**src/hdl/seu_pkg.sv**
```systemverilog
// Package for the sequence event unpacker: request/response structs, decoder state,
// limits and byte codes.
// No dependencies.
`default_nettype none

package seu_pkg;

   // Limits of one sequence
   localparam int MAX_EVENTS       = 1024;
   localparam int MAX_PACKED_BYTES = 256;
   localparam int EV_W             = $clog2(MAX_EVENTS + 1);
   localparam int BYTES_W          = $clog2(MAX_PACKED_BYTES + 1);

   // Byte codes
   localparam logic [7:0] END_MARK  = 8'h7f;
   localparam logic [7:0] CMD_MIN   = 8'hc0;
   localparam logic [7:0] INST_MIN  = 8'ha0;
   localparam logic [7:0] NO_BYTE   = 8'h80;
   localparam logic [7:0] TIE_INST  = 8'h90;
   localparam logic [7:0] NONE_NUM  = 8'hff;
   localparam logic [6:0] HELD_NOTE = 7'h7e;
   localparam logic [6:0] OFF_NOTE  = 7'h00;

   // Response kinds
   localparam logic [1:0] KIND_EVENT = 2'd0;
   localparam logic [1:0] KIND_END   = 2'd1;
   localparam logic [1:0] KIND_ERROR = 2'd2;
   localparam logic [1:0] KIND_LIMIT = 2'd3;

   // Position of the next byte within an event
   typedef enum logic [1:0] {
      STG_START,
      STG_CMD,
      STG_INST,
      STG_DUR
   } stage_type;

   typedef struct packed {
      logic [7:0] data_byte;
      logic       start_of_sequence;
   } req_type;

   typedef struct packed {
      logic [1:0] result_kind;
      logic [7:0] command_byte;
      logic [7:0] instrument_byte;
      logic [6:0] note_byte;
      logic [9:0] event_slot;
      logic       last_of_run;
      logic [8:0] packed_size;
      logic [7:0] last_command;
      logic [7:0] last_instrument;
   } rsp_type;

   typedef struct packed {
      stage_type          stage;
      logic [7:0]         pend_cmd;
      logic [7:0]         pend_ins;
      logic [3:0]         held_dur;
      logic [EV_W-1:0]    events;
      logic [BYTES_W-1:0] bytes;
      logic [7:0]         latest_cmd;
      logic [7:0]         latest_ins;
      logic               finished;
      logic               in_fill;    // emitting duration fillers
      logic [3:0]         fill_left;  // fillers still to go
      logic               fill_note;  // filler is held note, else off
   } dec_state_type;

   localparam dec_state_type DEC_RESET = '{
      stage:      STG_START,
      pend_cmd:   NO_BYTE,
      pend_ins:   NO_BYTE,
      held_dur:   4'd0,
      events:     '0,
      bytes:      '0,
      latest_cmd: NONE_NUM,
      latest_ins: NONE_NUM,
      finished:   1'b0,
      in_fill:    1'b0,
      fill_left:  4'd0,
      fill_note:  1'b0
   };

   // One step of the decoder
   typedef struct packed {
      logic          has_result;
      logic          done;       // held byte fully handled
      rsp_type       rsp;
      dec_state_type next;
   } step_type;

   // Engine status toward the top level
   typedef struct packed {
      logic hold_valid;
      logic in_fill;
   } eng_status_type;

endpackage

`default_nettype wire

```
**src/hdl/seu_step.sv**
```systemverilog
// Combinational step of the unpacker: handles the held byte (or one filler)
// against the decoder state. Depends on seu_pkg.
`default_nettype none

module seu_step
   import seu_pkg::*;
(
   input  dec_state_type cur,
   input  req_type       req,
   output step_type      step
);

   dec_state_type s;
   dec_state_type n;
   logic          stat;
   logic [1:0]    stat_kind;
   logic          prefix;
   logic [7:0]    b;

   always_comb begin
      // Start of sequence clears state before the byte is seen, unless fillers are pending
      s = cur;
      if (!cur.in_fill && req.start_of_sequence) begin
         s = DEC_RESET;
      end
      n         = s;
      b         = req.data_byte;
      stat      = 1'b0;
      stat_kind = KIND_ERROR;
      prefix    = 1'b0;

      step.has_result           = 1'b0;
      step.done                 = 1'b1;
      step.rsp.result_kind      = KIND_EVENT;
      step.rsp.command_byte     = NO_BYTE;
      step.rsp.instrument_byte  = NO_BYTE;
      step.rsp.note_byte        = OFF_NOTE;
      step.rsp.event_slot       = 10'(s.events);
      step.rsp.last_of_run      = 1'b0;
      step.rsp.packed_size      = 9'd0;

      if (s.in_fill) begin
         // Duration filler
         if (s.events >= EV_W'(MAX_EVENTS)) begin
            stat = 1'b1;
         end else begin
            step.has_result       = 1'b1;
            step.rsp.note_byte    = s.fill_note ? HELD_NOTE : OFF_NOTE;
            n.events              = s.events + 1'b1;
            n.fill_left           = s.fill_left - 4'd1;
            if (s.fill_left == 4'd1) begin
               step.rsp.last_of_run = 1'b1;
               n.in_fill            = 1'b0;
               n.pend_cmd           = NO_BYTE;
               n.pend_ins           = NO_BYTE;
               n.stage              = STG_START;
            end else begin
               step.done = 1'b0;
            end
         end
      end else if (s.finished) begin
         // Sequence over: byte dropped
         step.has_result = 1'b0;
      end else if (s.bytes >= BYTES_W'(MAX_PACKED_BYTES)) begin
         stat      = 1'b1;
         stat_kind = KIND_LIMIT;
      end else begin
         n.bytes = s.bytes + 1'b1;
         if (s.stage == STG_START && b == END_MARK) begin
            stat      = 1'b1;
            stat_kind = KIND_END;
         end else if (s.stage == STG_START && b >= CMD_MIN) begin
            n.pend_cmd   = b;
            n.latest_cmd = {2'b00, b[5:0]};
            n.stage      = STG_CMD;
            prefix       = 1'b1;
         end else if ((s.stage == STG_START || s.stage == STG_CMD) && b >= INST_MIN) begin
            n.pend_ins   = b;
            n.latest_ins = {3'b000, b[4:0]};
            n.stage      = STG_INST;
            prefix       = 1'b1;
         end else if (s.stage != STG_DUR && b[7]) begin
            n.held_dur = b[3:0];
            if (b[4]) begin
               n.pend_ins = TIE_INST;
            end
            n.stage = STG_DUR;
            prefix  = 1'b1;
         end else if (b[7]) begin
            // Bad note byte
            stat = 1'b1;
         end else if (s.events >= EV_W'(MAX_EVENTS)) begin
            stat = 1'b1;
         end else begin
            // Note event
            step.has_result          = 1'b1;
            step.rsp.command_byte    = s.pend_cmd;
            step.rsp.instrument_byte = s.pend_ins;
            step.rsp.note_byte       = b[6:0];
            n.events                 = s.events + 1'b1;
            if (s.held_dur == 4'd0) begin
               step.rsp.last_of_run = 1'b1;
               n.pend_cmd           = NO_BYTE;
               n.pend_ins           = NO_BYTE;
               n.stage              = STG_START;
            end else begin
               n.in_fill   = 1'b1;
               n.fill_left = s.held_dur;
               n.fill_note = (b[6:0] != OFF_NOTE);
               step.done   = 1'b0;
            end
         end
         // Prefix took the last allowed byte: event cannot complete
         if (prefix && n.bytes >= BYTES_W'(MAX_PACKED_BYTES)) begin
            stat = 1'b1;
         end
      end

      // Status response ends the sequence
      if (stat) begin
         step.has_result          = 1'b1;
         step.done                = 1'b1;
         step.rsp.result_kind     = stat_kind;
         step.rsp.command_byte    = NO_BYTE;
         step.rsp.instrument_byte = NO_BYTE;
         step.rsp.note_byte       = OFF_NOTE;
         step.rsp.event_slot      = 10'(n.events);
         step.rsp.packed_size     = 9'(n.bytes);
         step.rsp.last_of_run     = 1'b1;
         n.finished               = 1'b1;
         n.in_fill                = 1'b0;
      end

      step.rsp.last_command    = n.latest_cmd;
      step.rsp.last_instrument = n.latest_ins;
      step.next                = n;
   end

endmodule

`default_nettype wire

```
**src/hdl/seu_engine.sv**
```systemverilog
// Unpacker engine: input register, decoder state registers and the step logic.
// Depends on seu_pkg and seu_step.
`default_nettype none

module seu_engine
   import seu_pkg::*;
(
   input  logic           clock,
   input  logic           reset,
   input  logic           req_valid,
   input  req_type        req,
   output logic           req_ready,
   input  logic           out_free,
   output logic           res_valid,
   output rsp_type        res,
   output eng_status_type status
);

   logic          hold_valid_ff;
   logic          hold_valid_in;
   req_type       hold_ff;
   dec_state_type st_ff;
   dec_state_type st_in;
   step_type      step;
   logic          fire;
   logic          req_fire;

   seu_step u_step (
      .cur  (st_ff),
      .req  (hold_ff),
      .step (step)
   );

   // Advance when the step has no response or the output can take it
   assign fire      = hold_valid_ff && (!step.has_result || out_free);
   assign req_ready = !hold_valid_ff || (fire && step.done);
   assign req_fire  = req_valid && req_ready;
   assign res_valid = fire && step.has_result;
   assign res       = step.rsp;

   // Next values
   always_comb begin
      hold_valid_in = hold_valid_ff;
      if (req_fire) begin
         hold_valid_in = 1'b1;
      end else if (fire && step.done) begin
         hold_valid_in = 1'b0;
      end
      st_in = fire ? step.next : st_ff;
   end

   // Control and state registers
   always_ff @(posedge clock) begin
      if (reset) begin
         hold_valid_ff <= 1'b0;
         st_ff         <= DEC_RESET;
      end else begin
         hold_valid_ff <= hold_valid_in;
         st_ff         <= st_in;
      end
   end

   // Held request payload
   always_ff @(posedge clock) begin
      if (req_fire) begin
         hold_ff <= req;
      end
   end

   assign status.hold_valid = hold_valid_ff;
   assign status.in_fill    = st_ff.in_fill;

endmodule

`default_nettype wire

```
**src/hdl/seu_rsp_reg.sv**
```systemverilog
// Response output register with valid/ready handshake.
// Depends on seu_pkg.
`default_nettype none

module seu_rsp_reg
   import seu_pkg::*;
(
   input  logic    clock,
   input  logic    reset,
   input  logic    load,
   input  rsp_type data,
   output logic    free,
   output logic    rsp_valid,
   output rsp_type rsp,
   input  logic    rsp_ready
);

   logic    valid_ff;
   logic    valid_in;
   rsp_type data_ff;

   // Register can take a new response when empty or draining
   assign free = !valid_ff || rsp_ready;

   always_comb begin
      valid_in = valid_ff;
      if (load) begin
         valid_in = 1'b1;
      end else if (rsp_ready) begin
         valid_in = 1'b0;
      end
   end

   always_ff @(posedge clock) begin
      if (reset) begin
         valid_ff <= 1'b0;
      end else begin
         valid_ff <= valid_in;
      end
   end

   always_ff @(posedge clock) begin
      if (load) begin
         data_ff <= data;
      end
   end

   assign rsp_valid = valid_ff;
   assign rsp       = data_ff;

endmodule

`default_nettype wire

```
**src/hdl/sequence_event_unpacker_unit.sv**
```systemverilog
// Sequence event unpacker, top level. An accepted request is held in the input
// register; its responses pass through the single output register. A note byte
// holds the input register while its duration fillers go out, one response per
// cycle when the output register is free; a new byte is taken as it completes.
// Reset: synchronous, active high; clears handshake and decoder state at once.
// Depends on seu_pkg, seu_engine, seu_rsp_reg.
`default_nettype none

module sequence_event_unpacker_unit
   import seu_pkg::*;
(
   input  logic    clock,
   input  logic    reset,
   input  logic    req_valid,
   output logic    req_ready,
   input  req_type req,
   output logic    rsp_valid,
   input  logic    rsp_ready,
   output rsp_type rsp
);

   logic           out_free;
   logic           res_valid;
   rsp_type        res;
   eng_status_type eng_status;

   seu_engine u_engine (
      .clock     (clock),
      .reset     (reset),
      .req_valid (req_valid),
      .req       (req),
      .req_ready (req_ready),
      .out_free  (out_free),
      .res_valid (res_valid),
      .res       (res),
      .status    (eng_status)
   );

   seu_rsp_reg u_rsp_reg (
      .clock     (clock),
      .reset     (reset),
      .load      (res_valid),
      .data      (res),
      .free      (out_free),
      .rsp_valid (rsp_valid),
      .rsp       (rsp),
      .rsp_ready (rsp_ready)
   );

   // Status responses always close the run of their byte
   a_status_last: assert property (@(posedge clock) disable iff (reset)
      rsp_valid && rsp.result_kind != KIND_EVENT |-> rsp.last_of_run)
      else $error("status response without last_of_run");

   // Event responses carry no packed size
   a_event_size: assert property (@(posedge clock) disable iff (reset)
      rsp_valid && rsp.result_kind == KIND_EVENT |-> rsp.packed_size == 9'd0)
      else $error("event response with nonzero packed size");

   // Input held back only while a byte is in work
   a_ready_hold: assert property (@(posedge clock) disable iff (reset)
      !req_ready |-> eng_status.hold_valid)
      else $error("request stalled with empty input register");

   // Filler emission belongs to a held byte
   a_fill_hold: assert property (@(posedge clock) disable iff (reset)
      eng_status.in_fill |-> eng_status.hold_valid)
      else $error("filler pending without held byte");

endmodule

`default_nettype wire
```
**config.mk**
```make
export PLATFORM = sky130hd
export DESIGN_NAME = sequence_event_unpacker_unit
export DESIGN_NICKNAME = d
export VERILOG_FILES = /design/src/hdl/seu_pkg.sv /design/src/hdl/seu_step.sv /design/src/hdl/seu_engine.sv /design/src/hdl/seu_rsp_reg.sv /design/src/hdl/sequence_event_unpacker_unit.sv
export SDC_FILE = /design/constraint.sdc
export NUM_CORES = 1
export LEC_CHECK = 0
export ABC_AREA = 1
export BUFFER_PORTS_ARGS = -buffer_cell sky130_fd_sc_hd__buf_2
export CAP_MARGIN = 20
export CORE_ASPECT_RATIO = 1.1
export CORE_MARGIN = 2
export CORE_UTILIZATION = 53
export CTS_CLUSTER_DIAMETER = 30
export DETAILED_ROUTE_END_ITERATION = 12
export GPL_TIMING_DRIVEN = 0
export PLACE_DENSITY_LB_ADDON = 0.05
export SYNTH_ARGS = -nofsm -noshare
export SYNTH_HDL_FRONTEND = slang
export SYNTH_SLANG_ARGS = --single-unit
```
**constraint.sdc**
```tcl
create_clock -name clock -period 4.1 [get_ports clock]
set_input_delay 0.205 -clock clock [delete_from_list [all_inputs] [get_ports clock]]
set_output_delay 0.205 -clock clock [all_outputs]
set_load 0.03 [all_outputs]
```
==> results.yml, run 1 <==
die:
  pin_count: 76
  coreArea_mm2: 0.0132
  die-area_mm2: 0.0145
  die_h_um: 126
  start_util: 0.543
  dieWidth_um: 115
  num_rows: 44
hold_path:
  hp-class: "in2reg"
  holdCritStartpoint: "reset"
  min_to: "u_engine.st_ff[64]"
  min_path_cells: 2
global_routing:
  antenna_found_initial: 0
  gr-total-overflow: 0
  grt_max_degree: 48
  grt_pass1_vias: 5948
  grtUsageTotal: 0.296
  grt_pass1_wl_mm: 32.5
critical_path:
  crit_type: "reg2reg"
  cp-start-kind: "register"
  crit_buf_inv: 6
  r2r_cells: 17
  crit_family: "buffers and inverters"
  r2r-start: "u_engine.hold_ff[0]"
  crit_chain: "inv_1, nor2_1, buf_2, nor2_1, ha_1, nand2_1, nor2_1, nand3_1, nand2_1, nand2_2, nand3_4, a21oi_4, buf_6, buf_2, nand2_1, inv_2, buf_12"
  rr_endpoint: "u_rsp_reg.rsp[53]"
  arrival_ns: 3.99
  crit_fanout: 47
  worstPathRequired_ns: 4.22
  r2r_slack_ns: 0.22
  critical-path-max-stage-delay_ns: 0.51
  cp-end-kind: "register"
  crit_slowest_cell: "buf_2"
synthesis:
  avgSynthCellArea_um2: 7.36
  yosysSeqAreaShare: 0.480
  synth-main-ff-cell: "edfxtp_1"
  ys_warn_count: 0
  synth_edf_count: 70
  netlist_area_mm2: 0.00717
  postSynth.asyncResetShare: 0
  ys_ff_latch: 137
  netlist_instances: 974
  ys_types: 38
  syn-num-nets: 992
route:
  drt_iter0_drc: 870
  vias: 6809
  ant_nets: 0
  route.detailed.drc: 0
  wirelength_mm: 20.9
  wl_per_cell_um: 16.7
  vias_per_cell: 5.44
  firstDrtPassIters: 7
finish:
  diodes: 0
  stdcell_area_mm2: 0.00846
  nets: 1095
  nFillCells: 1220
  multi_input_area_mm2: 0.00313
  drive_gt1_frac: 0.133
  syn_to_final_growth_pct: 18.1
  regArea_mm2: 0.00344
  final_util: 0.641
sta:
  tightest_slew_ns: 0.855
  rsz0062_at_grt: "false"
  finalClockSkew_ns: 0.00876
  fin_crit_ns: 3.88
  holdWs_ns: 0.0245
  slew_violations: 0
  finalSetupViolCount: 0
  slew_headroom: 0.430
  fin_crit_sh: 0.946
  hold_viol_final: 0
  fmax_mhz: 258
placement:
  globalplace.congestion: 0.965
  dpl.hpwl_mm: 14.7
  portBuffers: 75
  dpl_cell_area_mm2: 0.00776
power:
  leakagePower_nw: 3.74
  peakVddDrop_mv: 0.261
  powerDensity_mw_per_mm2: 464
cts:
  cts_setup_buffers: 0
  cts_resized: 0
  clock_latency_ns: 0.43
  cts_sinks: 137
  clkTransAtPathRegs_ns: 0.06
  tritoncts: "done"
  cts_buffer_depth: 2
  htree_levels: 4
  cts-root-buf: "clkbuf_16"
  cts_buffers: 17
flow_run:
  maxCapViolations: 0
run_status:
  outcome: "finished clean"
==> how the worst max path moves through the flow <==
stage	startpoint	to	slack, ns	cells after the start
floorplan	u_engine.hold_ff[0]	u_rsp_reg.rsp[0]	0.20	17
detailed placement	u_engine.hold_ff[0]	u_rsp_reg.rsp[43]	-0.11	18
finish	u_engine.hold_ff[0]	u_rsp_reg.rsp[53]	0.22	17
global route	u_engine.hold_ff[0]	u_rsp_reg.rsp[46]	0.04	17
CTS	u_engine.hold_ff[0]	u_rsp_reg.rsp[53]	0.28	17
global placement	u_engine.hold_ff[0]	u_rsp_reg.rsp[43]	-1.25	17
==> per-layer routing <==
layer	vias to the layer above	GRT usage	share of wire	wire length, um
met5	-	0	0	0
met4	0	0.0879	0.021	448
met3	40	0.0654	0.088	1830
met2	320	0.435	0.44	9140
met1	3094	0.439	0.45	9470
li1	3355	-	-	-
==> registers in the layout, indices dropped and copies added (netlist names) <==
signal and cells:
u_rsp_reg.rsp 61, u_engine.status 1, u_engine.st_ff 64, u_engine.hold_valid_ff 1
u_rsp_reg.rsp_valid 1, u_engine.hold_ff 9
==> synthesized netlist by cell type, types with 7 or more instances <==
cell	instances	area, um2
a21oi_1	38	190
buf_1	7	26.3
buf_2	11	55.1
edfxtp_1	70	2100
inv_1	94	353
nand2_1	272	1020
nor3_1	11	55.1
nand3_1	75	375
o21ai_0	70	350
nor2_1	166	623
xor2_1	9	78.8
dfxtp_1	67	1340
clkbuf_1	18	67.6
buf_4	8	60.1
==> report_power, final <==
group / internal, W / switching, W / total [W]
clock network: 0.000946 / 0.000640 / 0.00159
logic: 0.000206 / 0.000535 / 0.000741
registers: 0.00155 / 0.0000484 / 0.00160
==> cells by family (layout without fill, tap and decap cells) <==
logic type,after synthesis,count (layout),synth area share
simple gates,545,545,0.313
buf+inv,145,261,0.0831
flops,137,137,0.480
compound gates,129,129,0.0993
xor+xnor,13,13,0.0159
fa+ha+maj,5,5,0.00873
==> cell type report <==
type	instances	area share
Clock buffer	18	0.0532
Sequential cell	137	0.407
Timing Repair Buffer	85	0.0574
Clock inverter	14	0.0192
Buffer	44	0.0256
Inverter	100	0.0443
Multi-Input combinational cell	692	0.370
Tap cell	161	0.0238
==> per-stage QoR <==
step                power, W  instances  worst slack [ns]  TNS (ns)
detailed placement   0.00234       1211            -0.105     -4.71
CTS                  0.00391       1251             0.278         0
global placement     0.00233       1210             -1.25    -75.92
floorplan            0.00213        974             0.197         0
global route         0.00408       1251            0.0351         0
finish               0.00392       1251             0.223         0
==> cell usage in the layout (no fill, tap or decap), types with 3 or more instances in the layout <==
cell,count
nand4_1,6
o31ai_1,5
buf_1,6
dlygate4sd3_1,9
buf_4,8
nand3_1,75
nor2_1,166
clkbuf_16,18
nand2_2,4
inv_2,4
a21oi_1,38
inv_1,93
clkinv_4,6
edfxtp_1,70
o211ai_1,5
xnor2_1,4
dfxtp_1,67
nor3_1,11
o21ai_0,70
nand2_1,272
clkbuf_1,18
clkinv_1,3
ha_1,5
buf_2,86
xor2_1,9
==> what timing repair did <==
item	4_1_cts	5_1_grt
endpoints found under the hold margin	9	0
hold buffers	9	0
endpoints found under the setup margin	47	0
Note: power is estimated with default switching activity, not from simulation.
==> run 2: changes to the inputs <==
==> constraint.sdc (replaced) <==
create_clock -name clock -period 4.1 [get_ports clock]
set_input_delay 1.23 -clock clock [delete_from_list [all_inputs] [get_ports clock]]
set_output_delay 1.23 -clock clock [all_outputs]
set_load 0.03 [all_outputs]
==> run 2 against run 1 <==
Effect of this change:
- fmax fell by 2.7%
- via count decreased by 0.73%
- cell count shrank 0.72%
- clock skew is essentially flat
- register-to-register slack improved by 0.52 ns
- worst hold slack better by 0.42 ns
- sequential cell count stayed put
- critical path depth down 4
- total power decreased by 0.24%
- largest cell class unchanged
==> results.yml, run 2 (synthesized netlist as in run 1, its figures left out) <==
global_routing:
  antenna_found_initial: 0
  grt_pass1_wl_mm: 32.4
  grt_pass1_vias: 5899
  grtUsageTotal: 0.295
  gr-total-overflow: 0
  grt_max_degree: 48
finish:
  final_common_cell: "nand2_1"
  final_util: 0.636
  nets: 1086
  top_register: "u_engine.st_ff"
  stdcell_area_mm2: 0.00840
  syn_to_final_growth_pct: 17.2
  final_cell_mix: "nand2_1, nor2_1, inv_1, buf_2, nand3_1"
  drive_gt1_frac: 0.140
  diodes: 0
  nFillCells: 1236
  largest_reg_flops: 64
cts:
  clkTransAtPathRegs_ns: 0.06
  tritoncts: "done"
  cts-root-buf: "clkbuf_16"
  htree_levels: 4
  holdBufCountCts: 0
  cts_sinks: 137
  cts_buffers: 17
  cts_setup_buffers: 0
  cts_buffer_depth: 2
  clock_latency_ns: 0.43
critical_path:
  crit_chain: "inv_2, nand2_1, buf_4, buf_4, o21ai_0, nand2_1, nand2_1, nor2_2, nand2_1, a21o_1, nand2_1, nand2_1, buf_2"
  worstPathRequired_ns: 2.87
  rr_endpoint: "u_rsp_reg.rsp[46]"
  arrival_ns: 2.75
  crit_buf_inv: 4
  cp_common_cell: "nand2_1"
  r2r-start: "u_engine.hold_ff[0]"
  critical-path-max-stage-delay_ns: 0.39
  crit_family: "simple AND/OR/NAND/NOR gates"
  cp-end-kind: "output port"
  crit_slowest_cell: "dfxtp_2"
  r2r_cells: 17
  crit_fanout: 10
  cp-start-kind: "register"
  crit_type: "reg2out"
  r2r_slack_ns: 0.74
route:
  wl_met2_mm: 9.18
  wl_per_cell_um: 16.7
  wirelength_mm: 20.8
  vias: 6759
  vias_per_cell: 5.44
  wl_met1_mm: 9.60
  drt_iter0_drc: 850
  top_layer: "met4"
  firstDrtPassIters: 5
  met3_length_mm: 1.66
  route.detailed.drc: 0
  ant_nets: 0
hold_path:
  holdCritStartpoint: "u_engine.st_ff[62]"
  min_path_cells: 2
  hp-class: "reg2reg"
  min_to: "u_engine.st_ff[62]"
power:
  p_comb_frac: 0.189
  p_clk_frac: 0.403
  peakVddDrop_mv: 0.258
  p_switching_w: 0.00122
  p_sw_frac: 0.311
  pwr-share-seq: 0.408
  cell_internal_pwr_w: 0.00270
  leakagePower_nw: 3.71
  powerDensity_mw_per_mm2: 466
die:
  coreArea_mm2: 0.0132
  dieWidth_um: 115
  die_h_um: 126
  num_rows: 44
  pin_count: 76
  start_util: 0.543
  die-area_mm2: 0.0145
placement:
  globalplace.congestion: 0.965
  dpl.hpwl_mm: 14.7
  portBuffers: 75
  dpl_cell_area_mm2: 0.00776
flow_run:
  maxCapViolations: 0
sta:
  fin_crit_sh: 0.972
  slew_violations: 0
  fmax_mhz: 251
  tightest_slew_ns: 0.859
  slew_headroom: 0.427
  finalClockSkew_ns: 0.00830
  finalSetupViolCount: 0
  fin_crit_ns: 3.98
  hold_viol_final: 0
run_status:
  outcome: "finished clean"
run 2: power by group through the flow:
stage	logic [W]	registers (W)	clock network (W)
2_1_floorplan	0.000444	0.00169	0
3_3_place_gp	0.000706	0.00163	0
3_5_place_dp	0.000716	0.00162	0
4_1_cts	0.000724	0.00160	0.00159
5_1_grt	0.000818	0.00161	0.00165
6_report	0.000738	0.00160	0.00158
run 2: worst reg2reg max path: stages (launching register included):
cell and delay, ns:
edfxtp_1 0.39, inv_2 0.07, nor2_4 0.16, buf_6 0.25, nor2_1 0.10, ha_1 0.21, nand2_1 0.09, nor2_2 0.05
nand3_1 0.09, nand2_1 0.07, nand2_2 0.10, nand3_4 0.12, a21oi_4 0.17, buf_6 0.17, buf_2 0.26, nand2_1 0.10
inv_2 0.32, buf_12 0.30
run 2: per-stage QoR:
| stage | std cells | total power, W | setup slack [ns] | hold WS [ns] | setup TNS [ns] |
|---|---|---|---|---|---|
| 2_1_floorplan | 974 | 0.00213 | 0.197 | 0.415 | 0 |
| 3_3_place_gp | 1210 | 0.00233 | -1.25 | 0.423 | -76.05 |
| 3_5_place_dp | 1211 | 0.00234 | -0.140 | 0.431 | -4.85 |
| 4_1_cts | 1243 | 0.00391 | 0.00836 | 0.446 | 0 |
| 5_1_grt | 1242 | 0.00407 | -0.0183 | 0.461 | -0.0183 |
| 6_report | 1242 | 0.00391 | 0.117 | 0.441 | 0 |
run 2: final cells by class:
class | count | area [um2] | share of cell area
sequential | 137 | 3440 | 0.410
timing repair buffer | 76 | 395 | 0.0471
tap | 161 | 201 | 0.0240
buffer | 44 | 223 | 0.0265
multi-input combinational | 692 | 3150 | 0.375
clock inverter | 14 | 163 | 0.0194
inverter | 100 | 375 | 0.0447
clock buffer | 18 | 450 | 0.0536
run 2: layer usage:
layer | vias up | track usage
li1 | 3341 | -
met1 | 3089 | 0.443
met2 | 301 | 0.430
met3 | 28 | 0.0640
met4 | 0 | 0.0843
met5 | - | 0
run 2: worst max-delay path by stage:
| stage | from | to | slack [ns] | cells past startpoint |
|---|---|---|---|---|
| floorplan | u_engine.hold_ff[0] | u_rsp_reg.rsp[0] | 0.20 | 17 |
| global placement | u_engine.hold_ff[0] | u_rsp_reg.rsp[43] | -1.25 | 17 |
| detailed placement | u_engine.hold_ff[0] | req_ready | -0.14 | 16 |
| CTS | u_engine.hold_ff[0] | req_ready | 0.008 | 16 |
| global route | u_engine.status[0] | req_ready | -0.02 | 13 |
| finish | u_engine.status[0] | req_ready | 0.12 | 13 |
run 2: repair_timing:
action	in CTS	in global routing
gates resized for setup	6	6
endpoints found under the setup margin	48	1
pin swaps	0	1
==> run 3: changes to the inputs <==
--- a/config.mk
+++ b/config.mk
@@ -10,11 +10,13 @@
 export CAP_MARGIN = 20
 export CORE_ASPECT_RATIO = 1.1
 export CORE_MARGIN = 2
-export CORE_UTILIZATION = 53
+export CORE_UTILIZATION = 55
+export CTS_BUF_LIST = sky130_fd_sc_hd__clkbuf_4
 export CTS_CLUSTER_DIAMETER = 30
 export DETAILED_ROUTE_END_ITERATION = 12
 export GPL_TIMING_DRIVEN = 0
 export PLACE_DENSITY_LB_ADDON = 0.05
+export SLEW_MARGIN = 20
 export SYNTH_ARGS = -nofsm -noshare
 export SYNTH_HDL_FRONTEND = slang
 export SYNTH_SLANG_ARGS = --single-unit
==> run 3 against run 2 <==
Effect of this change:
- total power decreased by 15%
- critical path depth increased by 2
- wire length increased by 2.8%
==> results.yml, run 3 (synthesized netlist as in run 1, its figures left out) <==
critical_path:
  cp-start-kind: "register"
  r2r_slack_ns: 0.81
  crit_fanout: 11
  rr_endpoint: "u_rsp_reg.rsp[44]"
  crit_type: "reg2out"
  cp-end-kind: "output port"
  crit_slowest_cell: "edfxtp_1"
  r2r-start: "u_engine.hold_ff[0]"
  worstPathRequired_ns: 2.87
  r2r_cells: 17
  arrival_ns: 2.72
  crit_chain: "inv_2, nor2_4, buf_8, nor2_4, ha_4, nand2_1, nor2_4, nand3_2, nand2_1, nand2_2, nand3_4, nand2_4, nand2_2, nand2_1, buf_6"
  critical-path-max-stage-delay_ns: 0.41
sta:
  fin_crit_ns: 3.95
  hold_viol_final: 0
  slew_violations: 0
  slew_headroom: 0.451
  holdWs_ns: 0.459
  finalClockSkew_ns: 0.0168
  tightest_slew_ns: 0.824
  fmax_mhz: 253
  fin_crit_sh: 0.964
  fin_setup_tns_ns: 0
  finalSetupViolCount: 0
finish:
  top_register: "u_engine.st_ff"
  nFillCells: 1151
  final_common_cell: "nand2_1"
  final_cell_mix: "nand2_1, nor2_1, inv_1, buf_2, nand3_1"
  syn_to_final_growth_pct: 14.5
  largest_reg_flops: 64
  nets: 1092
  drive_gt1_frac: 0.148
  final_util: 0.649
route:
  vias: 6854
  drt_iter0_drc: 820
  route.detailed.drc: 0
  wl_per_cell_um: 17.2
  vias_per_cell: 5.51
  ant_nets: 0
  wirelength_mm: 21.4
  firstDrtPassIters: 7
power:
  leakagePower_nw: 3.61
  peakVddDrop_mv: 0.282
  power_w: 0.00332
  powerDensity_mw_per_mm2: 405
die:
  dieWidth_um: 113
  start_util: 0.567
  num_rows: 43
  die-area_mm2: 0.0140
  pin_count: 76
  coreArea_mm2: 0.0126
  die_h_um: 124
hold_path:
  min_path_cells: 2
  hp-class: "reg2reg"
  holdCritStartpoint: "u_engine.st_ff[62]"
  min_to: "u_engine.st_ff[62]"
cts:
  clock_latency_ns: 0.59
  cts_buffer_depth: 2
  cts_buffers: 17
  cts_sinks: 137
  cts-root-buf: "clkbuf_4"
  tritoncts: "done"
  clkTransAtPathRegs_ns: 0.12
  htree_levels: 4
placement:
  portBuffers: 75
  dpl.hpwl_mm: 15.1
  globalplace.congestion: 0.967
global_routing:
  grt_max_degree: 48
  grt_pass1_vias: 5941
  gr-total-overflow: 0
  antenna_found_initial: 1
  grt_pass1_wl_mm: 32.4
  grtUsageTotal: 0.308
run_status:
  outcome: "finished clean"
flow_run:
  maxCapViolations: 0
run 3: changes by cell type in the layout (fill, tap and decap cells not counted), sizes merged:
cell,before,now
buf,102,107
clkinvlp,0,2
bufinv,2,3
clkinv,11,10
diode,0,1
inv,101,100
run 3: through the flow:
step	cells	setup slack, ns	instance area, um2
after floorplan	974	0.197	7170
after global routing	1245	-0.0204	8210
after global placement	1206	-1.39	7740
after detailed placement	1207	-0.201	7770
after CTS	1239	0.0202	8110
final	1245	0.146	8210
run 3: area by class of cell:
type | instances | area (um2) | share of cell area
antenna | 1 | 2.50 | 0.000305
buffer | 44 | 236 | 0.0288
clock buffer | 17 | 128 | 0.0155
clock inverter | 15 | 175 | 0.0213
inverter | 100 | 378 | 0.0460
multi-input combinational | 692 | 3190 | 0.389
sequential | 137 | 3440 | 0.420
tap | 157 | 196 | 0.0239
timing repair buffer | 82 | 454 | 0.0553
run 3: how the worst max path moves through the flow:
stage                        startpoint  slack [ns]  depth (start not counted)                 to
finish              u_engine.hold_ff[0]        0.15                         15          req_ready
detailed placement  u_engine.hold_ff[0]       -0.20                         16          req_ready
CTS                 u_engine.hold_ff[0]        0.02                         16          req_ready
global route         u_engine.status[0]       -0.02                         13          req_ready
global placement    u_engine.hold_ff[0]       -1.39                         17  u_rsp_reg.rsp[56]
floorplan           u_engine.hold_ff[0]        0.20                         17   u_rsp_reg.rsp[0]
run 3: timing repair:
action,4_1_cts,5_1_grt
setup buffers,0,6
resized for setup,14,15
hold buffers,0,0
pin swaps,1,3
endpoints found under the setup margin,48,1
run 3: power by group:
part | internal (W) | switching [W] | total, W
Sequential | 0.00155 | 0.0000498 | 0.00160
Clock | 0.000424 | 0.000539 | 0.000963
Combinational | 0.000216 | 0.000546 | 0.000762
Total | 0.00219 | 0.00114 | 0.00332
run 3: per-layer routing:
layer / vias up / routed length, um / GRT usage
met5: - / 0 / 0
met2: 354 / 9460 / 0.468
met4: 0 / 380 / 0.117
li1: 3354 / - / -
met3: 27 / 1890 / 0.0637
met1: 3119 / 9620 / 0.436
run 3: worst max-delay path: cells and delay by family (launching register included):
| kind | cells | cell delay (ns) |
|---|---|---|
| adder cells (fa/ha/maj) | 1 | 0.16 |
| buffers and inverters | 3 | 0.41 |
| flip-flops | 1 | 0.41 |
| AND/OR/NAND/NOR | 11 | 1.14 |
